<file path="config.mk">
export PLATFORM = sky130hd
export DESIGN_NAME = lfu_ctrl
export DESIGN_NICKNAME = d
export VERILOG_FILES = /design/src/hdl/lfu_pkg.sv /design/src/hdl/lfu_ctrl.sv
export SDC_FILE = /design/constraint.sdc
export NUM_CORES = 1
export LEC_CHECK = 0
export BUFFER_PORTS_ARGS = -buffer_cell sky130_fd_sc_hd__buf_2
export CELL_PAD_IN_SITES_DETAIL_PLACEMENT = 0
export CELL_PAD_IN_SITES_GLOBAL_PLACEMENT = 1
export CORE_AREA = 10 10 47 49
export DETAILED_ROUTE_END_ITERATION = 16
export DIE_AREA = 0 0 57 59
export HOLD_SLACK_MARGIN = 0.15
export PLACE_DENSITY_LB_ADDON = 0.2
export SLEW_MARGIN = 15
export SYNTH_ARGS = -nofsm -noshare
export SYNTH_HDL_FRONTEND = slang
export SYNTH_SLANG_ARGS = --single-unit
</file>
<file path="constraint.sdc">
create_clock -name i_clk -period 1.7 [get_ports i_clk]
set_clock_uncertainty 0.05 [all_clocks]
set_input_delay 0.17 -clock i_clk [delete_from_list [all_inputs] [get_ports i_clk]]
set_output_delay 0.17 -clock i_clk [all_outputs]
set_load 0.1 [all_outputs]
</file>
<file path="src/hdl/lfu_pkg.sv">
// ----------------------------------------------------------------------------
// lfu_pkg
// Shared widths and controller/datapath interface types for the LFU cache.
// ----------------------------------------------------------------------------
`default_nettype none

package lfu_pkg;

    localparam int COUNT_BITS = 32;
    localparam int STAMP_BITS = 40;
    localparam int CAP_BITS   = 8;
    localparam logic [CAP_BITS-1:0] CAP_RESET = 8'd100;

    typedef struct packed {
        logic start;
        logic scan;
        logic commit;
    } t_ctrl_cmd;

    typedef struct packed {
        logic scan_done;
        logic out_free;
    } t_dp_status;

endpackage

`default_nettype wire

</file>
<file path="src/hdl/lfu_ctrl.sv">
// ----------------------------------------------------------------------------
// lfu_ctrl
// Sequencer: accept an item, sweep the table, commit the update and result.
// ----------------------------------------------------------------------------
`default_nettype none

module lfu_ctrl (
    input  wire logic               i_clk,
    input  wire logic               i_rst_n,
    input  wire logic               i_valid,
    output logic                    o_ready,
    input  wire lfu_pkg::t_dp_status i_status,
    output lfu_pkg::t_ctrl_cmd      o_cmd
);

    typedef enum logic [2:0] {
        ST_IDLE = 3'b001,
        ST_SCAN = 3'b010,
        ST_UPD  = 3'b100
    } t_state;

    t_state r_state;
    t_state n_state;

    always_comb begin
        n_state = r_state;
        unique case (r_state)
            ST_IDLE: begin
                if (i_valid) begin
                    n_state = ST_SCAN;
                end
            end
            ST_SCAN: begin
                if (i_status.scan_done) begin
                    n_state = ST_UPD;
                end
            end
            ST_UPD: begin
                if (i_status.out_free) begin
                    n_state = ST_IDLE;
                end
            end
            default: n_state = ST_IDLE;
        endcase
    end

    always_ff @(posedge i_clk) begin
        if (!i_rst_n) begin
            r_state <= ST_IDLE;
        end else begin
            r_state <= n_state;
        end
    end

    assign o_ready       = (r_state == ST_IDLE);
    assign o_cmd.start   = (r_state == ST_IDLE) && i_valid;
    assign o_cmd.scan    = (r_state == ST_SCAN);
    assign o_cmd.commit  = (r_state == ST_UPD) && i_status.out_free;

endmodule

`default_nettype wire

</file>
==> reports/results.tsv <==
metric	value	unit
worstSetupPathType	register to output pin	
drive_gt1_frac	0.441	
die-area	0.00336	mm2
syn_to_final_growth	76.6	%
p_comb_frac	0.339	
gp_congestion	0.704	
setup.worst_path.start_class	register	
synth_cell_types	14	
drv_cap	0	
ys_seq_area_frac	0.304	
fillCellCount	159	
end_kind	output pin	
placed_cell_area	310	um2
nets	40	
intPower	0.205	mW
stdcell_area	349	um2
clock_latency	0.23	ns
max-slew-margin-rel	0.753	
p_per_area	920	mW/mm2
yosysWarnings	0	
grt_max_degree	11	
post_cts.repair.setup_buffers	0	
sequentialPowerShare	0.272	
worstPathCellList	nand2b_1 -> nor3b_4 -> buf_12	
grt_setup_unrepaired	false	
ant_nets	0	
cts_sinks	3	
power	0.321	mW
hold_slack	0.162	ns
drt_iter0_markers	6	
fmax	648	MHz
netlist_instances	23	
rows	14	
grt_usage	0.0409	
antenna_found_initial	0	
cp.required	1.48	ns
h-tree-depth	1	
finalNonFillerCells	50	
max_stage_delay	0.49	ns
worst_slack	0.156	ns
largest_register	r_state	
finalMaxSlewViolations	0	
cts-root-buf	clkbuf_4	
cts_tree	built	
syn_area	198	um2
worstPathArrival	1.32	ns
path_max_fanout	9	
ys_ff_latch	3	
final_hold_viol_count	0	
setup_violations	0	
clockPowerShare	0.389	
antenna_cells	0	
fp.dieH	59	um
syn_area_per_cell	8.60	um2
synthesis.nets	28	
die_w	57	um
post-route-period-util	0.908	
place_inst	45	
drc	0	
ios	9	
cts_buffers	3	
cp_slowest_cell	dfxtp_1	
grt_overflow	0	
ir_drop	0.000300	V
route.vias.total	209	
status	complete, no violations	
p_switching	0.116	mW
drt-wirelength-per-cell	11.7	um
core_area	0.00140	mm2
place.port_buffers	8	
largest_register_ff_count	3	
place_ws	0.328	ns
clk_path_buf_depth	2	
reg_top3	r_state x3	
worst_pin_slew	0.370	ns
grt_pass1_vias	212	
hp-class	input pin to register	
p_leak	0.140	nW
switching_share	0.360	
start_util	0.141	
first_pass_iters	4	
finalCriticalPeriod	1.54	ns
grt_pass1_wl	979	um
wl	587	um
path_clk_slew	0.04	ns
vias_per_cell	4.18	
==> cell type report <==
cell class              instances  area, um2  share of cell area
well taps                      16       20.0              0.0573
clock buffers                   4       26.3              0.0753
repair buffers                  9       97.6               0.280
multi-input cells              18        145               0.416
flip-flops and latches          3       60.1               0.172
==> placed cells by master (no fill, tap or decap) <==
cell | netlist | layout
a211o_1 | 1 | 1
a21oi_1 | 2 | 2
buf_12 | 0 | 3
buf_2 | 0 | 4
clkbuf_1 | 0 | 1
clkbuf_4 | 0 | 4
dfxtp_1 | 3 | 3
dlygate4sd3_1 | 0 | 1
nand2_1 | 1 | 1
nand2b_1 | 3 | 3
nand3b_1 | 2 | 2
nor2_1 | 1 | 1
nor3_2 | 0 | 1
nor3b_2 | 0 | 2
nor3b_4 | 0 | 1
o2111ai_1 | 1 | 1
o21ai_0 | 1 | 1
or3b_1 | 2 | 2
==> power groups by stage <==
stage	combinational, mW	sequential (mW)	clock [mW]
5_1_grt	0.114	0.0896	0.145
3_3_place_gp	0.108	0.0883	0
2_1_floorplan	0.0851	0.0779	0
6_report	0.109	0.0873	0.125
4_1_cts	0.109	0.0872	0.133
3_5_place_dp	0.107	0.0884	0
==> Yosys cell counts <==
library cell,number,area (um2)
a211o_1,1,8.76
a21oi_1,2,10.0
buf_4,1,7.51
buf_6,1,11.3
dfxtp_1,3,60.1
nand2_1,1,3.75
nand2b_1,3,18.8
nand3b_1,2,15.0
nor2_1,1,3.75
nor3_1,1,5.00
nor3b_1,3,22.5
o2111ai_1,1,8.76
o21ai_0,1,5.00
or3b_1,2,17.5
==> worst max-delay path: cells and delay by family (launching register included) <==
kind                   cells  cell delay [ns]
flip-flops                 1             0.49
AND/OR/NAND/NOR            2             0.40
buffers and inverters      1             0.20
==> metal layers <==
layer | wire length [um] | part of all wire | global-route usage | up-vias
met5 | 0 | 0 | 0 | -
met4 | 16 | 0.027 | 0.0604 | 0
met3 | 44 | 0.075 | 0.0279 | 2
met2 | 264 | 0.45 | 0.0496 | 9
met1 | 261 | 0.44 | 0.0377 | 92
li1 | - | - | - | 106
==> logic make-up (layout without fill, tap and decap cells) <==
logic type             count (synthesis)  after routing  share of synthesized area
AO/OA/AOI/OAI                          5              5                      0.165
buffers and inverters                  2             13                     0.0949
flip-flops                             3              3                      0.304
AND/OR/NAND/NOR                       13             13                      0.437
==> through the flow <==
stage / TNS [ns] / utilization
floorplan: -0.504 / -
global placement: 0 / 0.221
detailed placement: 0 / 0.221
CTS: 0 / 0.247
global route: 0 / 0.249
finish: 0 / 0.249
==> what timing repair did <==
action / 4_1_cts / 5_1_grt
endpoints found under the setup margin: 0 / 1
hold buffers: 1 / 0
gates resized for setup: 0 / 1
hold endpoints to repair: 2 / 0
==> path summary, 6_finish.rpt <==
path / cells after the start / slack, ns / from / endpoint
max: 3 / 0.16 / r_state[2] / o_cmd[0]
min: 3 / 0.16 / i_status[1] / r_state[1]
max reg2reg: 2 / 0.57 / r_state[1] / r_state[1]
min reg2reg: 2 / 0.58 / r_state[1] / r_state[2]
Note: power is estimated with default switching activity, not from simulation.
